==> src/hw/rtl/assert_macros.svh <==
// Assertion helpers shared by the RTL files.
`ifndef ASSERT_MACROS_SVH
`define ASSERT_MACROS_SVH

// Condition must hold at every clock edge outside reset.
`define ASSERT_ALWAYS(label, expr, msg) \
  label: assert property (@(posedge clk) disable iff (rst) (expr)) else $error(msg);

// Antecedent implies consequent in the same cycle.
`define ASSERT_IMPLY(label, ante, cons, msg) \
  label: assert property (@(posedge clk) disable iff (rst) (ante) |-> (cons)) else $error(msg);

`endif

==> src/hw/rtl/ewrm_ram.sv <==
// ----------------------------------------------------------------------------
// ewrm_ram
// Generic single-write, single-read RAM with registered read data.
// ----------------------------------------------------------------------------
module ewrm_ram #(
  parameter int WIDTH = 8,
  parameter int DEPTH = 16
) (
  input  logic                     clk,
  input  logic                     we,
  input  logic [$clog2(DEPTH)-1:0] waddr,
  input  logic [WIDTH-1:0]         wdata,
  input  logic [$clog2(DEPTH)-1:0] raddr,
  output logic [WIDTH-1:0]         rdata
);

  logic [WIDTH-1:0] mem [DEPTH];

  always_ff @(posedge clk) begin
    if (we) begin
      mem[waddr] <= wdata;
    end
    rdata <= mem[raddr];
  end

endmodule

==> config.mk <==
export PLATFORM = sky130hd
export DESIGN_NAME = ewrm_ram
export DESIGN_NICKNAME = d
export VERILOG_FILES = /design/src/hw/rtl/assert_macros.svh /design/src/hw/rtl/ewrm_ram.sv
export SDC_FILE = /design/constraint.sdc
export NUM_CORES = 1
export LEC_CHECK = 0
export ABC_AREA = 1
export BUFFER_PORTS_ARGS = -buffer_cell sky130_fd_sc_hd__buf_4
export CAP_MARGIN = 20
export CELL_PAD_IN_SITES_DETAIL_PLACEMENT = 1
export CELL_PAD_IN_SITES_GLOBAL_PLACEMENT = 1
export CORE_ASPECT_RATIO = 1.2
export CORE_UTILIZATION = 44
export DETAILED_ROUTE_END_ITERATION = 8
export PLACE_DENSITY_LB_ADDON = 0.1
export SLEW_MARGIN = 20
export SYNTH_ARGS = -nofsm -noshare
export SYNTH_HDL_FRONTEND = slang
export SYNTH_SLANG_ARGS = --single-unit
==> constraint.sdc <==
create_clock -name clk -period 0.89 [get_ports clk]
set_input_delay 0 -clock clk [delete_from_list [all_inputs] [get_ports clk]]
set_output_delay 0 -clock clk [all_outputs]
set_load 0.05 [all_outputs]
==> flow_summary.ini <==
[detailed_routing]
wire_per_inst_um = 19.73
drc = 0
ant_nets = 0
via_count = 3998
vias_per_cell = 5.035
wirelength_um = 15670
drtIter0Drc = 235
firstDrtPassIters = 4

[synth]
synth.avg_cell_area_um2 = 10.47
syn-cell-area_um2 = 5767
synthTopCellsByArea = edfxtp_1, nand2_1, nand3_1, inv_1, dfxtp_1
ys_top_cells_by_count = nand2_1, edfxtp_1, inv_1
synth-main-ff-cell = edfxtp_1
syn_nets = 569
synthArstFlopShare = 0
synth.most_common_cell = nand2_1
ys_warn_count = 0
synth-edff-count = 128
synthDistinctLibCells = 12
yosys.area.top_type = edfxtp_1
synth_top_area_frac = 0.6665
synth_seq_cells = 136
ys_seq_area_frac = 0.6943
syn_inst = 551

[floorplanning]
fp.coreArea_um2 = 12720
start_util = 0.4532
core.rowCount = 45
die-area_um2 = 13570
chipHeight_um = 127.4
ioPinCount = 26
die_x_um = 106.5

[hold_path]
worstHoldPathCells = 3
min_path_type = in2reg
hp-start = raddr[3]

[global_route]
grtUsageTotal = 0.2498
grt_pass1_vias = 4239
grt_max_degree = 33
grt_overflow_total = 0
antenna_found_initial = 0
grt_pass1_wl_um = 24070

[sta]
finalCriticalPeriod_ps = 976.9
setup_slack_ps = -86.95
rsz0062_at_grt = yes
fin_crit_sh = 1.098
drv_slew = 0
worst_slew_pin_slew_ps = 409.3
final-setup-viol-count = 13
skew_ps = 6.679
final_hold_viol_count = 8
relSlewSlack = 0.7269
fin_hold_ws_ps = -73.34
fmax_mhz = 1024

[worst_setup_path]
crit_cells = 6
r2r_cells = 6
cp_slowest_cell = edfxtp_1
arrival_ps = 1270
critical_path_required_ps = 1190
path_buf_inv = 1
end_kind = flip-flop
crit_path_cell_trace = inv_1, nand2_1, nand3_2, nand3_2, nand3_1, nand2_1
worst-setup-path-type = reg2reg
r2r_setup_slack_ps = -90
cp-startpoint = mem[8][5]
cp-start-kind = flip-flop
rr_startpoint = mem[8][5]
max_stage_delay_ps = 370
cp_max_fo = 1
cp_top_family = simple AND/OR/NAND/NOR gates

[outcome]
status = complete, but fails checks
violations = negative hold slack, negative setup slack

[power]
clockPowerShare = 0.436
combPwrFrac = 0.092
power_switching_mw = 3.592
p_leak_nw = 3.191
pwr-share-seq = 0.472
power.density_nw_per_um2 = 2063
finalPower_mw = 15.33
switching_share = 0.2343
internal_power_mw = 11.74
peakVddDrop_mv = 1.430

[clock_network]
clockBufferDepth = 2
clock_insertion_delay_worst_skew_ps = 420
post_cts_buffers = 0
cts-root-buf = clkbuf_16
clock_sinks = 136
holdBufCountCts = 8
clk_pin_slew_ps = 60
numCtsBuffers = 17
htree_levels = 4
cts_tree = done

[placement]
dp_slack_ps = -235.6
place.gp.congestion = 0.7990
dpl.hpwl_um = 9863
portBuffers = 25
placed_cell_area_um2 = 6416

[cells_and_area]
seq_area_um2 = 4014
multiInputGateArea_um2 = 1536
diodes = 0
stdcell_area_um2 = 7431
drive_above_1_share = 0.2683
postLayoutCoreUtil = 0.5840
finalNetCount = 635
num-fill-cells = 1362
areaGrowthSynthToFinish_pct = 28.86

[job]
drv_cap = 0
==> layout make-up <==
class                           instances  area share
Clock buffer                           17     0.05725
Clock inverter                         15     0.01835
Inverter                              102     0.05152
Multi-Input combinational cell        289      0.2068
Sequential cell                       136      0.5402
Tap cell                              164     0.02761
Timing Repair Buffer                   71     0.09833
==> layer usage <==
metal	track usage	part of all wire
met5	0	0
met4	0.08864	0.016
met2	0.4481	0.54
met3	0.04388	0.020
met1	0.3009	0.42
==> power by group through the flow <==
stage | sequential (mW) | clock, mW | combinational [mW]
floorplan | 7.47 | 0 | 0.509
global placement | 7.34 | 0 | 1.18
detailed placement | 7.35 | 0 | 1.21
CTS | 7.24 | 6.76 | 1.39
global route | 7.24 | 7.02 | 1.51
finish | 7.24 | 6.68 | 1.41
==> kinds of logic after synthesis <==
group,share of synthesized area
buffers and inverters,0.09525
DFF,0.6943
and+or+nand+nor,0.2105
==> layout by cell type (no fill, tap or decap) <==
cell type / netlist / layout
nand2_1: 173 / 162
edfxtp_1: 128 / 128
inv_1: 100 / 99
nand3_2: 0 / 49
nand3_1: 97 / 45
buf_4: 4 / 45
clkbuf_16: 0 / 17
nor2_1: 17 / 12
nand2_2: 0 / 11
buf_12: 0 / 10
dlygate4sd3_1: 0 / 8
dfxtp_2: 0 / 8
buf_8: 0 / 6
nor2_2: 0 / 5
clkinv_1: 0 / 5
clkinvlp_4: 0 / 4
inv_2: 2 / 3
nand3_4: 0 / 3
nand3b_1: 2 / 2
bufinv_16: 0 / 2
clkinv_4: 0 / 2
clkinv_2: 0 / 2
buf_6: 6 / 2
==> flip-flops by register name, summed over array words and instances (netlist names) <==
register / cells
mem: 128
rdata: 8
==> worst reg2reg max path, cell delays in order, from the launching register on <==
cell,delay [ps]
edfxtp_1,370
inv_1,70
nand2_1,70
nand3_2,90
nand3_2,100
nand3_1,100
nand2_1,70
==> path summary, 6_finish.rpt <==
path              end
min reg2reg  rdata[1]
max reg2reg  rdata[5]
max          rdata[5]
min          rdata[1]
==> what timing repair did <==
item,4_1_cts,5_1_grt
pin swaps,24,14
gates resized for setup,68,21
endpoints found under the hold margin,136,8
endpoints found under the setup margin,16,16
==> metrics by stage <==
stage	cells	TNS, ps
after floorplan	551	-5196
after global placement	754	-11630
after detailed placement	754	-15360
after CTS	794	-594.7
after global routing	794	-1160
final	794	-603.4
Power figures use the tool's default switching activity.
